$ cat src/sv/u8sd_pkg.sv
`default_nettype none
// ----------------------------------------------------------------------------
// UTF-8 stream decoder package
// Shared types and codes for the byte classifier, the rune decoder and the
// beat queues between them.
// ----------------------------------------------------------------------------
package u8sd_pkg;

  localparam int unsigned CpWidth    = 21;
  localparam int unsigned CountWidth = 16;
  localparam int unsigned StatWidth  = 3;
  localparam int unsigned ClsWidth   = 3;
  localparam int unsigned DataWidth  = 7;

  // Byte classes produced by the front end.
  localparam logic [ClsWidth-1:0] CLS_TERM  = 3'd0;
  localparam logic [ClsWidth-1:0] CLS_ASCII = 3'd1;
  localparam logic [ClsWidth-1:0] CLS_CONT  = 3'd2;
  localparam logic [ClsWidth-1:0] CLS_LEAD2 = 3'd3;
  localparam logic [ClsWidth-1:0] CLS_LEAD3 = 3'd4;
  localparam logic [ClsWidth-1:0] CLS_LEAD4 = 3'd5;
  localparam logic [ClsWidth-1:0] CLS_BAD   = 3'd6;

  // Result status codes.
  localparam logic [StatWidth-1:0] ST_CODE     = 3'd0;
  localparam logic [StatWidth-1:0] ST_END      = 3'd1;
  localparam logic [StatWidth-1:0] ST_BAD_LEAD = 3'd2;
  localparam logic [StatWidth-1:0] ST_BAD_CONT = 3'd3;
  localparam logic [StatWidth-1:0] ST_MID_RUNE = 3'd4;
  localparam logic [StatWidth-1:0] ST_DROPPED  = 3'd5;

  localparam logic [CountWidth-1:0] COUNT_MAX = 16'hFFFF;

  typedef struct packed {
    logic [ClsWidth-1:0]  cls;
    logic [DataWidth-1:0] data;   // payload bits of the byte, already masked
  } byte_item_t;

  typedef struct packed {
    logic [CpWidth-1:0]    code_point;
    logic [StatWidth-1:0]  status;
    logic [CountWidth-1:0] rune_total;
  } result_t;

endpackage
`default_nettype wire

$ cat src/sv/u8sd_fifo.sv
`default_nettype none
// ----------------------------------------------------------------------------
// Small beat queue
// Register-based first-in first-out queue with show-ahead read data.
// ----------------------------------------------------------------------------
module u8sd_fifo #(
  parameter int unsigned Width = 8,
  parameter int unsigned Depth = 2
) (
  input  logic             clk_i,
  input  logic             rst_ni,
  input  logic             push_i,
  input  logic [Width-1:0] data_i,
  output logic             full_o,
  input  logic             pop_i,
  output logic [Width-1:0] data_o,
  output logic             empty_o
);

  localparam int unsigned AddrWidth = (Depth > 1) ? $clog2(Depth) : 1;
  localparam int unsigned CntWidth  = $clog2(Depth + 1);

  logic [Width-1:0]     mem_q [Depth];
  logic [AddrWidth-1:0] wr_ptr_q, wr_ptr_d;
  logic [AddrWidth-1:0] rd_ptr_q, rd_ptr_d;
  logic [CntWidth-1:0]  cnt_q, cnt_d;
  logic                 do_push, do_pop;

  function automatic logic [AddrWidth-1:0] next_ptr(input logic [AddrWidth-1:0] ptr);
    if (ptr == AddrWidth'(Depth - 1)) begin
      return '0;
    end
    return ptr + AddrWidth'(1);
  endfunction

  assign full_o  = (cnt_q == CntWidth'(Depth));
  assign empty_o = (cnt_q == '0);
  assign do_push = push_i & ~full_o;
  assign do_pop  = pop_i & ~empty_o;
  assign data_o  = mem_q[rd_ptr_q];

  always_comb begin
    wr_ptr_d = do_push ? next_ptr(wr_ptr_q) : wr_ptr_q;
    rd_ptr_d = do_pop ? next_ptr(rd_ptr_q) : rd_ptr_q;
    cnt_d    = cnt_q;
    if (do_push && !do_pop) begin
      cnt_d = cnt_q + CntWidth'(1);
    end else if (do_pop && !do_push) begin
      cnt_d = cnt_q - CntWidth'(1);
    end
  end

  always_ff @(posedge clk_i or negedge rst_ni) begin
    if (!rst_ni) begin
      wr_ptr_q <= '0;
      rd_ptr_q <= '0;
      cnt_q    <= '0;
    end else begin
      wr_ptr_q <= wr_ptr_d;
      rd_ptr_q <= rd_ptr_d;
      cnt_q    <= cnt_d;
    end
  end

  always_ff @(posedge clk_i) begin
    if (do_push) begin
      mem_q[wr_ptr_q] <= data_i;
    end
  end

endmodule
`default_nettype wire

$ cat src/sv/u8sd_front.sv
`default_nettype none
// ----------------------------------------------------------------------------
// UTF-8 byte classifier
// Sorts each incoming byte into terminator, ASCII, continuation, lead byte
// of a given length or invalid, and masks off its payload bits.
// ----------------------------------------------------------------------------
module u8sd_front (
  input  logic [7:0]             in_byte_i,
  output u8sd_pkg::byte_item_t   item_o
);

  import u8sd_pkg::*;

  always_comb begin
    item_o.cls  = CLS_BAD;
    item_o.data = '0;
    if (in_byte_i == 8'h00) begin
      item_o.cls = CLS_TERM;
    end else if (!in_byte_i[7]) begin
      item_o.cls  = CLS_ASCII;
      item_o.data = in_byte_i[6:0];
    end else if (in_byte_i[7:6] == 2'b10) begin
      item_o.cls  = CLS_CONT;
      item_o.data = {1'b0, in_byte_i[5:0]};
    end else if (in_byte_i[7:5] == 3'b110) begin
      item_o.cls  = CLS_LEAD2;
      item_o.data = {2'b0, in_byte_i[4:0]};
    end else if (in_byte_i[7:4] == 4'b1110) begin
      item_o.cls  = CLS_LEAD3;
      item_o.data = {3'b0, in_byte_i[3:0]};
    end else if (in_byte_i[7:3] == 5'b11110) begin
      item_o.cls  = CLS_LEAD4;
      item_o.data = {4'b0, in_byte_i[2:0]};
    end
  end

endmodule
`default_nettype wire

$ cat src/sv/u8sd_back.sv
`default_nettype none
// ----------------------------------------------------------------------------
// UTF-8 rune decoder
// Consumes classified bytes, gathers continuation bits into code points,
// counts runes against the limit and produces result beats.
// ----------------------------------------------------------------------------
module u8sd_back (
  input  logic                    clk_i,
  input  logic                    rst_ni,
  input  logic                    limit_we_i,
  input  logic [15:0]             limit_i,
  input  u8sd_pkg::byte_item_t    item_i,
  input  logic                    item_valid_i,
  output logic                    item_pop_o,
  input  logic                    res_full_i,
  output logic                    res_push_o,
  output u8sd_pkg::result_t       res_o
);

  import u8sd_pkg::*;

  logic [CountWidth-1:0] limit_q;
  logic [1:0]            left_q, left_d;
  logic [CpWidth-1:0]    partial_q, partial_d;
  logic                  skip_q, skip_d;
  logic [CountWidth-1:0] runes_q, runes_d;
  logic [CpWidth-1:0]    joined;
  logic [1:0]            left_dec;
  logic [CountWidth-1:0] runes_inc;
  logic                  deliver;
  logic                  finish;
  logic [CpWidth-1:0]    finish_cp;

  assign item_pop_o = item_valid_i & ~res_full_i;
  assign joined     = {partial_q[CpWidth-7:0], item_i.data[5:0]};
  assign left_dec   = left_q - 2'd1;
  assign runes_inc  = (runes_q != COUNT_MAX) ? runes_q + CountWidth'(1) : runes_q;
  assign deliver    = (runes_q < limit_q);

  always_comb begin
    left_d     = left_q;
    partial_d  = partial_q;
    skip_d     = skip_q;
    runes_d    = runes_q;
    res_push_o = 1'b0;
    res_o      = '{code_point: '0, status: ST_END, rune_total: runes_q};
    finish     = 1'b0;
    finish_cp  = '0;

    if (item_pop_o) begin
      if (item_i.cls == CLS_TERM) begin
        res_push_o = 1'b1;
        res_o.status = ((left_q != 2'd0) && !skip_q) ? ST_MID_RUNE : ST_END;
        left_d    = '0;
        partial_d = '0;
        skip_d    = 1'b0;
        runes_d   = '0;
      end else if (skip_q) begin
        // Dropping bytes until the terminator.
      end else if (left_q == 2'd0) begin
        case (item_i.cls)
          CLS_ASCII: begin
            finish    = 1'b1;
            finish_cp = CpWidth'(item_i.data);
          end
          CLS_LEAD2: begin
            left_d    = 2'd1;
            partial_d = CpWidth'(item_i.data);
          end
          CLS_LEAD3: begin
            left_d    = 2'd2;
            partial_d = CpWidth'(item_i.data);
          end
          CLS_LEAD4: begin
            left_d    = 2'd3;
            partial_d = CpWidth'(item_i.data);
          end
          default: begin
            res_push_o   = 1'b1;
            res_o.status = ST_BAD_LEAD;
            skip_d       = 1'b1;
          end
        endcase
      end else if (item_i.cls != CLS_CONT) begin
        res_push_o   = 1'b1;
        res_o.status = ST_BAD_CONT;
        left_d       = '0;
        partial_d    = '0;
        skip_d       = 1'b1;
      end else begin
        left_d    = left_dec;
        partial_d = joined;
        if (left_dec == 2'd0) begin
          finish    = 1'b1;
          finish_cp = joined;
        end
      end

      if (finish) begin
        res_push_o       = 1'b1;
        left_d           = '0;
        partial_d        = '0;
        runes_d          = runes_inc;
        res_o.rune_total = runes_inc;
        res_o.status     = deliver ? ST_CODE : ST_DROPPED;
        res_o.code_point = deliver ? finish_cp : '0;
      end
    end
  end

  always_ff @(posedge clk_i or negedge rst_ni) begin
    if (!rst_ni) begin
      limit_q   <= COUNT_MAX;
      left_q    <= '0;
      partial_q <= '0;
      skip_q    <= 1'b0;
      runes_q   <= '0;
    end else begin
      if (limit_we_i) begin
        limit_q <= limit_i;
      end
      left_q    <= left_d;
      partial_q <= partial_d;
      skip_q    <= skip_d;
      runes_q   <= runes_d;
    end
  end

endmodule
`default_nettype wire

$ cat src/sv/utf8_stream_decoder.sv
`default_nettype none
// ----------------------------------------------------------------------------
// UTF-8 stream decoder
// Decodes a zero-terminated UTF-8 byte stream into code points with a
// running rune count, error reports and an end-of-string beat.
//
//   Channel   Handshake              Payload
//   input     push_i / full_o        in_byte_i
//   result    pop_i / empty_o        code_point_o, status_o, rune_total_o
//   config    rune_limit_we_i        rune_limit_i
//
// One byte is accepted per cycle while full_o is low; the rune decoder
// retires one queued byte per cycle whenever the result queue has room.
// Each accepted byte is registered in the byte queue, and its result, if any,
// in the result queue; the rune decoder pops a byte and pushes its result together.
// Reset is asynchronous: both queues empty, decode state cleared, limit 65535.
// A stalled result side fills the result queue, then the byte queue, then
// raises full_o; no beat is lost.
// ----------------------------------------------------------------------------
module utf8_stream_decoder #(
  parameter int unsigned ByteQDepth = 2,
  parameter int unsigned ResQDepth  = 2
) (
  input  logic        clk_i,
  input  logic        rst_ni,
  input  logic        push_i,
  output logic        full_o,
  input  logic [7:0]  in_byte_i,
  output logic        empty_o,
  input  logic        pop_i,
  output logic [20:0] code_point_o,
  output logic [2:0]  status_o,
  output logic [15:0] rune_total_o,
  input  logic        rune_limit_we_i,
  input  logic [15:0] rune_limit_i
);

  import u8sd_pkg::*;

  localparam int unsigned ItemWidth = $bits(byte_item_t);
  localparam int unsigned ResWidth  = $bits(result_t);

  byte_item_t front_item;
  byte_item_t back_item;
  logic       bq_empty;
  logic       back_pop;
  logic       rq_full;
  logic       res_push;
  result_t    res_in;
  result_t    res_out;

  u8sd_front u_front (
    .in_byte_i (in_byte_i),
    .item_o    (front_item)
  );

  u8sd_fifo #(
    .Width (ItemWidth),
    .Depth (ByteQDepth)
  ) u_byte_q (
    .clk_i   (clk_i),
    .rst_ni  (rst_ni),
    .push_i  (push_i),
    .data_i  (front_item),
    .full_o  (full_o),
    .pop_i   (back_pop),
    .data_o  (back_item),
    .empty_o (bq_empty)
  );

  u8sd_back u_back (
    .clk_i        (clk_i),
    .rst_ni       (rst_ni),
    .limit_we_i   (rune_limit_we_i),
    .limit_i      (rune_limit_i),
    .item_i       (back_item),
    .item_valid_i (~bq_empty),
    .item_pop_o   (back_pop),
    .res_full_i   (rq_full),
    .res_push_o   (res_push),
    .res_o        (res_in)
  );

  u8sd_fifo #(
    .Width (ResWidth),
    .Depth (ResQDepth)
  ) u_res_q (
    .clk_i   (clk_i),
    .rst_ni  (rst_ni),
    .push_i  (res_push),
    .data_i  (res_in),
    .full_o  (rq_full),
    .pop_i   (pop_i),
    .data_o  (res_out),
    .empty_o (empty_o)
  );

  assign code_point_o = res_out.code_point;
  assign status_o     = res_out.status;
  assign rune_total_o = res_out.rune_total;

endmodule
`default_nettype wire

$ cat config.mk
export PLATFORM = sky130hd
export DESIGN_NAME = utf8_stream_decoder
export DESIGN_NICKNAME = d
export VERILOG_FILES = /design/src/sv/u8sd_pkg.sv /design/src/sv/u8sd_fifo.sv /design/src/sv/u8sd_front.sv /design/src/sv/u8sd_back.sv /design/src/sv/utf8_stream_decoder.sv
export SDC_FILE = /design/constraint.sdc
export NUM_CORES = 1
export LEC_CHECK = 0
export BUFFER_PORTS_ARGS = -buffer_cell sky130_fd_sc_hd__buf_4
export CELL_PAD_IN_SITES_DETAIL_PLACEMENT = 0
export CELL_PAD_IN_SITES_GLOBAL_PLACEMENT = 2
export CORE_MARGIN = 2
export CORE_UTILIZATION = 45
export DETAILED_ROUTE_END_ITERATION = 8
export PLACE_DENSITY = 0.82
export SLEW_MARGIN = 20
export SYNTH_ARGS = -nofsm -noshare
export SYNTH_HDL_FRONTEND = slang
export SYNTH_HIERARCHICAL = 1
export SYNTH_SLANG_ARGS = --single-unit
$ cat constraint.sdc
create_clock -name clk_i -period 7.2 [get_ports clk_i]
set_input_delay 0.36 -clock clk_i [delete_from_list [all_inputs] [get_ports clk_i]]
set_output_delay 0.36 -clock clk_i [all_outputs]
set_load 0.1 [all_outputs]
[Word level (Yosys, flattened, before mapping)]
Memory sizes are Yosys's and may differ from the RTL's.
Index checks and enable logic that the tools add are counted.
Storage, ports and cells
  flip-flop bits (word level): 58
  latch bits: 0
  RAM bits: 100
  bits in read-only memories: 0
  input bits: 29
  output and inout port bits: 42
  word-level logic and storage cells: 147
  memories kept: 2
Cells by class
  add/subtract/negate cells: 10
  $mul: 0
  divide/modulo/power cells: 0
  $lt $le $gt $ge: 1
  equal/unequal tests: 15
  shift operators: 0
  multiplexer cells: 74
  bitwise operators: 9
  reductions and logical operators: 25
Memories
  u_res_q.mem_q: depth 2, width 40, rd ports 1, clocked after Yosys merged registers in 0, write ports 1, RTL line u8sd_fifo.sv:23  | logic [Width-1:0] mem_q [Depth];
  u_byte_q.mem_q: depth 2, width 10, rd ports 1, clocked after Yosys merged registers in 0, write ports 1, RTL line u8sd_fifo.sv:23
Operator list (count)
  21-bit 2-to-1 mux: 6
  15-bit 2-to-1 mux: 6
  40-bit 2-to-1 mux: 2
  16-bit 2-to-1 mux: 3
  1-bit 2-to-1 mux: 32
  10-bit 2-to-1 mux: 3
  2-bit 2-to-1 mux: 11
  3-bit 2-to-1 mux: 6
  9-bit 2-to-1 mux: 2
  16-bit by 1-bit adder with 16-bit output, second input constant: 1
  16-bit < comparator: 1
  16-bit inequality test, second input constant: 1
  7-bit 2-to-1 mux: 2
  3-bit equality test, second input constant: 3
  2-bit logical NOT: 4
  8-bit logical NOT: 1
  2-bit nonzero test: 4
  2-bit equality test, second input constant: 3
  6-bit by 5-bit inequality test with 1-bit output, second input constant: 1
  2-bit case mux with 3 select lines: 1
  3-bit AND reduction: 2
  2-bit by 1-bit subtractor with 2-bit output, second input constant: 3
  1-bit bitwise AND: 5
  5-bit equality test, second input constant: 1
  15 further kinds: 30

[Logic depth before layout (Yosys ltp)]
Gate-level depths: netlist (run 1).
  depth after elaboration: 15
  mapped depth: 14
  gate-level depth less buffers: 12

[Modules after synthesis]
Netlist (run 1), hierarchy kept.
Modules (own cells, without submodules)
  u8sd_back: instances 1, cells each 373, area an instance 3362.0 um^2, sequential area each 1271.2 um^2
  u8sd_fifo at u_res_q: instances 1, cells each 144, area an instance 3286.9 um^2, sequential area each 2502.4 um^2
  u8sd_fifo at u_byte_q: instances 1, cells each 50, area an instance 919.6 um^2, sequential area each 700.7 um^2
  u8sd_front: instances 1, cells each 19, area an instance 107.6 um^2, sequential area each 0.0 um^2
  utf8_stream_decoder: instances 1, cells each 1, area an instance 3.8 um^2, sequential area each 0.0 um^2

[Worst setup path after synthesis (run 1)]
No wires, ideal clock.
  kind: flip-flop to flip-flop
  from: register u_byte_q.rd_ptr_q
  to: memory u_res_q/mem_q[0][0] in the netlist's numbering (enable)
  setup time: 0.437 ns
  arrival: 3.663 ns
  slack: 3.100 ns
  cell stages (with the launch flop): 11
  buffers on the path: 3
  period minus slack after synthesis: 4.100 ns
  path through: dfrtp_1 -> buf_4 -> mux2_1 -> buf_2 -> or2_2 -> nor2_1 -> o21ai_0 -> clkbuf_1 -> o21ai_0 -> nand2_1 -> nor2_1
RTL lines
  from (decl): RTL line u8sd_fifo.sv:25  | logic [AddrWidth-1:0] rd_ptr_q, rd_ptr_d;
  from (signal assigned): RTL line u8sd_fifo.sv:60  | rd_ptr_q <= rd_ptr_d;
  to (decl): RTL line u8sd_fifo.sv:23

==> metrics.md, run 1 <==
| Metric | Value |
|---|---|
| Outcome | `completed` |
| Pre-Repair DR Iteration Count | `5` |
| CTS buffer count | `17` |
| Post-route ant nets | `0` |
| Int Pwr | `2.33 mW` |
| Total Routed Length | `14.8 mm` |
| Routed WL per cell | `16.7 um` |
| Post-CTS sizing | `0` |
| Switching share of total power | `42.9%` |
| Die Y | `135 um` |
| Relative slew slack | `34.3%` |
| Met2 usage | `24.7%` |
| Library cells used by synthesis | `70` |
| Arrival time of the worst setup path | `3.51 ns` |
| Top cells by area, synth | `edfxtp_1 (39%), dfrtp_1 (14%), mux2_4 (7.8%)` |
| Design Power | `4.09 mW` |
| Core ar. | `16600 um^2` |
| Setup Skew | `0.00781 ns` |
| Reg2Reg Depth | `6` |
| Post-synth EDFFs | `100` |
| Crit path max fanout | `40` |
| Post-Synth Simple-Gate Area | `11.8%` |
| Synthesis-to-layout area growth | `17.2%` |
| Synth Warn # | `6` |
| CP Launch Type | `register` |
| MaxCap Viol Count | `0` |
| Post-synth ARST share | `36.7%` |
| CTS Sinks | `158` |
| Syn Std Cell Area | `7680 um^2` |
| Reg2Reg Capture Point | `u_res_q/mem_q[1][22]` |
| Synth Area in XOR/XNOR | `2.28%` |
| Via density | `5.32` |
| R2R Path Start | `u_byte_q/rd_ptr_q` |
| Final setup fails | `0` |
| Vias | `4718` |
| Layout cell share with drive strength beyond 1 | `28.8%` |
| Compound-Gate Fraction of Synth Area | `9.97%` |
| Highest clock rate | `0.289 GHz` |
| Clock Path Buffers | `2` |
| Final setup margin | `3.73 ns` |
| Setup slack, reg-to-reg | `3.73 ns` |
| Final min period | `3.47 ns` |
| Num ports | `71` |
| Final hold violations | `0` |
| Clock tree root buffer cell | `clkbuf_16` |
| Adder-cell share of the synthesized area | `3.26%` |
| Die Width | `135 um` |
| Largest net degree at the start of global routing | `59` |
| GP Congestion | `0.824` |
| Worst skew pair latency | `0.42 ns` |
| Grt ovf | `0` |
| Multiplexer share of the synthesized area | `10.1%` |
| Post-DP HPWL | `10.1 mm` |
| Hold slack final | `0.00483 ns` |
| Met3 Track Usage GR | `4.20%` |
| Flip-flop and latch count after synthesis | `158` |
| Setup Crit Path Kind | `reg -> reg` |
| PD cells | `454 nW/um^2` |
| Synth area leader | `edfxtp_1` |
| Yosys top cell area share | `39.1%` |
| H-tree lvl count | `4` |
| CP required | `7.25 ns` |
| Clock-pin slew on the worst setup and hold paths | `0.07 ns` |
| Post-Syn Area per Cell | `13.1 um^2` |
| GRT busiest layer | `met1` |
| Nets | `703` |
| GR Util met1 | `24.9%` |
| Hold Path Class | `in -> async` |
| VDD IR max | `0.261 mV` |
| Initial cell density of the core | `46.1%` |
| DIE AREA | `18100 um^2` |
| Initial antenna violation count | `0` |
| Synthesized Nets | `636` |
| Post-CTS Hold Buffers | `0` |
| Leakage | `3.77 nW` |
| Comb power frac | `44.1%` |
| Drt drc | `0` |
| CTS tree | `done` |
| Initial drt markers | `302` |
| RSZ-0062 raised after global routing | `no` |
| NetSw | `1.75 mW` |
| ANT cells | `0` |
| Post-CTS Setup Bufs | `0` |
| Worst-margin pin slew | `0.986 ns` |
| Clock share of power | `24.4%` |
| Max-slew violations | `0` |
| Register area share after synthesis | `58.3%` |
| Pre-CTS setup slack | `3.48 ns` |
| Site Rows | `47` |
| Utilization after layout | `54.1%` |
| First-pass GRT wire length | `24.0 mm` |
| Buffers on Ports | `70` |
| Sequential Power Share | `31.5%` |
| CP endpoint kind | `register` |
| Gr usage total | `17.2%` |
| Most used flip-flop cell after synthesis | `edfxtp_1` |
| Largest family of logic cells by synthesized area | `simple AND/OR/NAND/NOR gates` |
| TNS Setup | `0 ns` |
| Crit share post-route | `48.1%` |
| Vias in the first global route | `4567` |
| Synth Instances | `587` |
## worst max-delay path, stage by stage (launching register included)
cell and delay (ns):
dfrtp_1 0.62, mux2_1 0.53, or2_2 0.36, nor2_1 0.14, o21ai_1 0.31, o21ai_0 0.21
and3_2 0.87
## synthesized netlist by cell type, types with 7 or more instances
master	instances
o21ai_0	38
mux2_1	10
xnor2_1	12
mux2_4	40
xor2_1	8
nand3_1	7
edfxtp_1	100
dfrtp_1	42
inv_1	32
a21oi_1	20
nor3_1	8
nor2_1	28
a31oi_1	8
clkbuf_1	9
dfstp_2	16
nand2_1	48
ha_1	20
a22o_1	8
nand4_1	8
and2_1	16
## state kept, by name (all words and copies together), names as in the netlist
register / count
u_byte_q/wr_ptr_q: 1
u_res_q/mem_q: 80
u_res_q/rd_ptr_q: 1
u_back/partial_q: 15
u_res_q/cnt_q: 2
u_back/limit_q: 16
u_back/skip_q: 1
u_byte_q/mem_q: 20
u_res_q/wr_ptr_q: 1
u_byte_q/rd_ptr_q: 1
u_back/left_q: 2
u_byte_q/cnt_q: 2
u_back/runes_q: 16
## metal layers
layer  up-vias  routed length, um
li1       2288                  -
met1      2286               7370
met4         0                265
met5         -                  0
met2       123               6500
met3        21                656
## worst max path at each step
stage,start,endpoint,slack [ns],depth (start not counted)
floorplan,u_byte_q/rd_ptr_q,u_res_q/mem_q[0][0],3.10,10
global placement,u_byte_q/rd_ptr_q,u_res_q/mem_q[0][2],3.43,7
detailed placement,u_byte_q/rd_ptr_q,u_res_q/mem_q[0][27],3.48,7
CTS,u_byte_q/rd_ptr_q,u_res_q/mem_q[0][39],3.45,7
global route,u_byte_q/rd_ptr_q,u_res_q/mem_q[1][10],3.49,6
finish,u_byte_q/rd_ptr_q,u_res_q/mem_q[1][22],3.73,6
## through the flow
stage	area, um^2	instances
floorplan	7680	587
CTS	8950	885
global route	9000	887
finish	9000	887
detailed placement	8290	853
global placement	8290	853
## power by group through the flow
| stage | logic (mW) | clock network, mW | registers, mW |
|---|---|---|---|
| finish | 1.80 | 0.996 | 1.29 |
| global route | 1.91 | 1.06 | 1.31 |
| CTS | 1.80 | 1.01 | 1.29 |
| detailed placement | 1.79 | 0 | 1.31 |
| global placement | 1.78 | 0 | 1.30 |
| floorplan | 1.54 | 0 | 1.27 |
## placed cells by master, fill, tap and decap left out, types with 12 or more instances in the layout
master and instances:
dfrtp_1 41, mux2_4 40, ha_1 20, buf_4 72, dfstp_2 16, a21oi_1 20
nor2_1 27, edfxtp_1 100, inv_1 32, nand2_1 48, and2_1 16, xnor2_1 12
o21ai_0 37, clkbuf_16 17
## cell type report
| class | instances | area [um^2] |
|---|---|---|
| Sequential cell | 158 | 4480 |
| Tap cell | 220 | 275 |
| Clock buffer | 17 | 425 |
| Timing Repair Buffer | 74 | 583 |
| Multi-Input combinational cell | 371 | 2890 |
| Fill cell | 1418 | 7640 |
| Inverter | 32 | 120 |
| Clock inverter | 15 | 231 |
## cell families after synthesis
kind of cell,Yosys count
multiplexers,56
XOR/XNOR,20
AO/OA/AOI/OAI,112
buffers and inverters,58
adder cells (fa/ha/maj),20
flip-flops,158
AND/OR/NAND/NOR,163
(Power assumes the default switching activity.)
==> run 2: changes to the inputs <==
--- a/config.mk
+++ b/config.mk
@@ -9,9 +9,9 @@
 export CELL_PAD_IN_SITES_DETAIL_PLACEMENT = 0
 export CELL_PAD_IN_SITES_GLOBAL_PLACEMENT = 2
 export CORE_MARGIN = 2
-export CORE_UTILIZATION = 45
+export CORE_UTILIZATION = 42
 export DETAILED_ROUTE_END_ITERATION = 8
-export PLACE_DENSITY = 0.82
+export PLACE_DENSITY = 0.77
 export SLEW_MARGIN = 20
 export SYNTH_ARGS = -nofsm -noshare
 export SYNTH_HDL_FRONTEND = slang
==> constraint.sdc (replaced) <==
create_clock -name clk_i -period 3.2 [get_ports clk_i]
set_input_delay 0.16 -clock clk_i [delete_from_list [all_inputs] [get_ports clk_i]]
set_output_delay 0.16 -clock clk_i [all_outputs]
set_load 0.1 [all_outputs]
==> metrics.md, run 2 (synthesized netlist as in run 1, its figures left out) <==
| Metric | Value |
|---|---|
| Worst-margin pin slew | `0.812 ns` |
| CTS Sinks | `158` |
| ANT cells | `0` |
| Commonest non-fill, non-tap cells in the layout | `edfxtp_1 (100), buf_4 (78), nand2_1 (48)` |
| Placed instance count | `871` |
| DIE AREA | `19400 um^2` |
| Max-slew violations | `0` |
| GP Congestion | `0.854` |
| CP cell instances | `mux2_1 > and4bb_2 > o211ai_2 > nor2_1 > a31oi_1 > a21oi_1` |
| Reg area | `4480 um^2` |
| Final setup fails | `0` |
| CP max-delay cell | `o211ai_2` |
| Area after DPL | `8410 um^2` |
| CTS buffer count | `17` |
| Relative slew slack | `45.5%` |
| Largest Register | `u_res_q/mem_q` |
| Number of fillers in the final layout | `1603` |
| Highest clock rate | `0.340 GHz` |
| CP Launch Type | `register` |
| Via density | `5.12` |
| Site Rows | `49` |
| Clock tree root buffer cell | `clkbuf_16` |
| Multi-input logic area | `2880 um^2` |
| Grt ovf | `0` |
| CP endpoint kind | `register` |
| Initial drt markers | `316` |
| Arrival time of the worst setup path | `3.09 ns` |
| Post-route ant nets | `0` |
| Final min period | `2.94 ns` |
| Pre-Repair DR Iteration Count | `4` |
| Core ar. | `18000 um^2` |
| CP required | `3.35 ns` |
| Commonest non-fill, non-tap cell in the layout | `edfxtp_1` |
| Layout cell share with drive strength beyond 1 | `28.8%` |
| RSZ-0062 raised after global routing | `no` |
| Die Y | `139 um` |
| First-pass GRT wire length | `25.1 mm` |
| Drt drc | `0` |
| Nets | `727` |
| Vias | `4712` |
| Clock-pin slew on the worst setup and hold paths | `0.06 ns` |
| Design Power | `9.08 mW` |
| Synthesis-to-layout area growth | `19.8%` |
| Slowest Stage Delay on Critical Path | `0.65 ns` |
| Largest net degree at the start of global routing | `59` |
| Final hold violations | `0` |
| CTS tree | `done` |
| Buf+Inv Stages, Crit Path | `0` |
| Routed WL per cell | `16.3 um` |
| Leakage | `3.86 nW` |
| Setup Skew | `0.0105 ns` |
| Hold Path Class | `in -> reg` |
| Initial antenna violation count | `0` |
| Setup Crit Path Kind | `reg -> reg` |
| TNS Setup | `0 ns` |
| Worst skew pair latency | `0.42 ns` |
| Vias in the first global route | `4788` |
| Biggest regs | `u_res_q/mem_q: 80 flops, u_byte_q/mem_q: 20 flops` |
| MaxCap Viol Count | `0` |
| Design Area, Final | `9200 um^2` |
| Max FFs per register | `80` |
| Post-DP HPWL | `10.6 mm` |
| Clock Path Buffers | `2` |
| Post-CTS sizing | `0` |
| Crit share post-route | `91.9%` |
| Gr usage total | `16.3%` |
| Total Routed Length | `15.0 mm` |
| PD cells | `987 nW/um^2` |
| Num ports | `71` |
| Crit path max fanout | `17` |
| H-tree lvl count | `4` |
| Buffers on Ports | `70` |
| Initial cell density of the core | `42.8%` |
| Outcome | `completed` |
| Post-route insts no fill | `920` |
| CP top delay family | `compound AO/OA/AOI/OAI gates` |
| Die Width | `139 um` |
| VDD IR max | `0.790 mV` |
run 2: worst min-delay path: cells and delay by family:
| kind | cells | cell delay, ns |
|---|---|---|
| buffers and inverters | 1 | 0.11 |
| AND/OR/NAND/NOR | 1 | 0.07 |
| XOR/XNOR | 1 | 0.06 |
run 2: through the flow:
| step | hold WS [ns] | worst slack, ns | util [%] |
|---|---|---|---|
| 5_1_grt | 0.0133 | 0.0553 | 51.2 |
| 4_1_cts | 0.00680 | 0.263 | 51.2 |
| 6_report | 0.0226 | 0.260 | 51.2 |
| 3_3_place_gp | 0.299 | 0.357 | 46.8 |
| 2_1_floorplan | -0.136 | 0.188 | - |
| 3_5_place_dp | 0.305 | 0.273 | 46.8 |
run 2: worst paths after layout:
| kind | start | endpoint | slack, ns | cells past startpoint |
|---|---|---|---|---|
| hold reg to reg | u_byte_q/wr_ptr_q | u_byte_q/wr_ptr_q | 0.49 | 1 |
| min in group asynchronous | rst_ni | u_back/runes_q[4] | 0.38 | 2 |
| setup reg to reg | u_byte_q/rd_ptr_q | u_res_q/mem_q[1][14] | 0.26 | 6 |
| hold / removal | push_i | u_byte_q/wr_ptr_q | 0.02 | 3 |
| max in group asynchronous | rst_ni | u_res_q/rd_ptr_q | 2.27 | 2 |
| setup / recovery | u_byte_q/rd_ptr_q | u_res_q/mem_q[1][14] | 0.26 | 6 |
run 2: layer usage:
layer  part of all wire (%)  vias up  global-route usage [%]  routed length (um)
met5                      0        -                       0                   0
met4                   0.92        0                    4.84                 137
met3                    4.6       10                    4.03                 694
met2                     42      111                    23.9                6350
met1                     52     2263                    24.1                7790
li1                       -     2328                       -                   -
run 2: power by group:
| group | total (mW) | switching [mW] | internal [mW] | leakage, nW |
|---|---|---|---|---|
| Sequential | 2.96 | 0.278 | 2.68 | 1.69 |
| Clock | 2.08 | 0.888 | 1.19 | 0.297 |
| Combinational | 4.04 | 2.83 | 1.20 | 1.87 |
| Total | 9.08 | 4.00 | 5.08 | 3.86 |
run 2: area by class of cell:
cell class	count	share of cell area, %
repair buffers	98	8.87
inverters	32	1.31
well taps	229	3.12
multi-input cells	371	31.3
clock inverters	15	2.08
flip-flops and latches	158	48.7
clock buffers	17	4.63
run 2: repair_timing:
item                                   4_1_cts  5_1_grt
endpoints found under the hold margin       58        0
setup buffers                                0        0
hold buffers                                17        0
==> run 3: changes to the inputs <==
--- a/config.mk
+++ b/config.mk
@@ -8,9 +8,11 @@
 export BUFFER_PORTS_ARGS = -buffer_cell sky130_fd_sc_hd__buf_4
 export CELL_PAD_IN_SITES_DETAIL_PLACEMENT = 0
 export CELL_PAD_IN_SITES_GLOBAL_PLACEMENT = 2
+export CORE_ASPECT_RATIO = 1.2
 export CORE_MARGIN = 2
 export CORE_UTILIZATION = 42
 export DETAILED_ROUTE_END_ITERATION = 8
+export GPL_ROUTABILITY_DRIVEN = 0
 export PLACE_DENSITY = 0.77
 export SLEW_MARGIN = 20
 export SYNTH_ARGS = -nofsm -noshare
==> metrics.md, run 3 (synthesized netlist as in run 1, its figures left out) <==
| Metric | Value |
|---|---|
| Post-route insts no fill | `916` |
| Worst skew pair latency | `0.43 ns` |
| Num ports | `71` |
| Vias | `4803` |
| Arrival time of the worst setup path | `3.03 ns` |
| Number of fillers in the final layout | `1576` |
| Commonest non-fill, non-tap cell in the layout | `edfxtp_1` |
| Site Rows | `54` |
| Relative slew slack | `43.4%` |
| Max FFs per register | `80` |
| TNS Setup | `0 ns` |
| Final min period | `2.85 ns` |
| Pre-Repair DR Iteration Count | `4` |
| CP endpoint kind | `register` |
| Design Power | `8.95 mW` |
| Via density | `5.24` |
| Commonest non-fill, non-tap cells in the layout | `edfxtp_1 (100), buf_4 (79), nand2_1 (48)` |
| Placed instance count | `867` |
| Initial cell density of the core | `42.6%` |
| DIE AREA | `19400 um^2` |
| Clock Path Buffers | `2` |
| Design Area, Final | `9180 um^2` |
| Post-DP HPWL | `10.3 mm` |
| Crit path max fanout | `13` |
| Outcome | `completed` |
| Clock-pin slew on the worst setup and hold paths | `0.07 ns` |
| RSZ-0062 raised after global routing | `no` |
| Routed WL per cell | `16.2 um` |
| Setup slack, reg-to-reg | `0.35 ns` |
| Gr usage total | `16.0%` |
| PD cells | `976 nW/um^2` |
| CP required | `3.38 ns` |
| Initial antenna violation count | `0` |
| Area after DPL | `8410 um^2` |
| Total Routed Length | `14.8 mm` |
| Clock tree root buffer cell | `clkbuf_16` |
| Nets | `728` |
| CTS buffer count | `17` |
| Crit share post-route | `89.1%` |
| Die Y | `152 um` |
| CTS tree | `done` |
| Post-CTS sizing | `0` |
| Largest Register | `u_res_q/mem_q` |
| ANT cells | `0` |
| Drt drc | `0` |
| Setup Crit Path Kind | `reg -> reg` |
| First-pass GRT wire length | `24.6 mm` |
| Worst-margin pin slew | `0.845 ns` |
| Vias in the first global route | `4719` |
| Die Width | `127 um` |
| MaxCap Viol Count | `0` |
| Initial drt markers | `373` |
| CP Launch Type | `register` |
| Max-slew violations | `0` |
| Largest net degree at the start of global routing | `59` |
| VDD IR max | `0.529 mV` |
| Layout cell share with drive strength beyond 1 | `28.9%` |
| Core ar. | `18000 um^2` |
| Final hold violations | `0` |
| Leakage | `3.85 nW` |
| Biggest regs | `u_res_q/mem_q: 80 flops, u_byte_q/mem_q: 20 flops` |
| Setup Skew | `0.0150 ns` |
| Hold Path Class | `in -> reg` |
| Utilization after layout | `50.9%` |
| Grt ovf | `0` |
| H-tree lvl count | `4` |
| Synthesis-to-layout area growth | `19.5%` |
| CTS Sinks | `158` |
| Post-route ant nets | `0` |
| Highest clock rate | `0.351 GHz` |
| Final setup fails | `0` |
| Buffers on Ports | `70` |
-- run 3: cell types whose count changed in the layout (fill, tap and decap cells not counted), sizes merged --
| cell | change |
|---|---|
| buf | +1 |
| inv | -1 |
| clkinv | +3 |
| bufinv | -2 |
-- run 3: metrics by stage --
step / hold slack [ns] / worst slack [ns]
floorplan: -0.136 / 0.188
global placement: 0.292 / 0.409
detailed placement: 0.297 / 0.324
CTS: 0.00729 / 0.307
global route: 0.0384 / 0.0898
finish: 0.0270 / 0.348
-- run 3: report_power, final --
group / switching (mW) / internal, mW / leakage, nW / total, mW
clock: 0.908 / 1.05 / 0.284 / 1.96
combinational: 2.82 / 1.21 / 1.88 / 4.04
sequential: 0.280 / 2.68 / 1.69 / 2.96
-- run 3: worst max-delay path: stages (launching register included) --
cell	delay, ns
dfrtp_1	0.62
mux2_1	0.53
and4bb_2	0.39
o211a_1	0.44
o21a_1	0.30
mux2_4	0.32
-- run 3: layer usage --
metal / wire length, um / global-route usage (%) / vias to the layer above
li1: - / - / 2341
met1: 7200 / 22.6 / 2339
met2: 6940 / 25.0 / 110
met3: 543 / 3.69 / 13
met4: 109 / 4.29 / 0
met5: 0 / 0 / -
-- run 3: path summary, 6_finish.rpt --
| kind | endpoint | cells after the start | startpoint |
|---|---|---|---|
| setup / recovery | u_res_q/mem_q[0][1] | 5 | u_byte_q/rd_ptr_q |
| hold / removal | u_byte_q/wr_ptr_q | 3 | push_i |
| setup reg to reg | u_res_q/mem_q[0][1] | 5 | u_byte_q/rd_ptr_q |
| hold reg to reg | u_byte_q/wr_ptr_q | 1 | u_byte_q/wr_ptr_q |
| max in group asynchronous | u_res_q/rd_ptr_q | 2 | rst_ni |
| min in group asynchronous | u_back/runes_q[7] | 2 | rst_ni |
-- run 3: area by class of cell --
type                       instances  area, um^2  area share (%)
multi-input combinational        371        2880            31.4
timing repair buffer              99         823            8.97
clock inverter                    15         169            1.84
sequential                       158        4480            48.8
inverter                          32         120            1.31
clock buffer                      17         425            4.64
tap                              224         280            3.05
-- run 3: timing repair --
action                                  4_1_cts  5_1_grt
endpoints found under the setup margin        0        0
hold buffers                                 17        0
hold endpoints to repair                     58        0
setup buffers                                 0        0
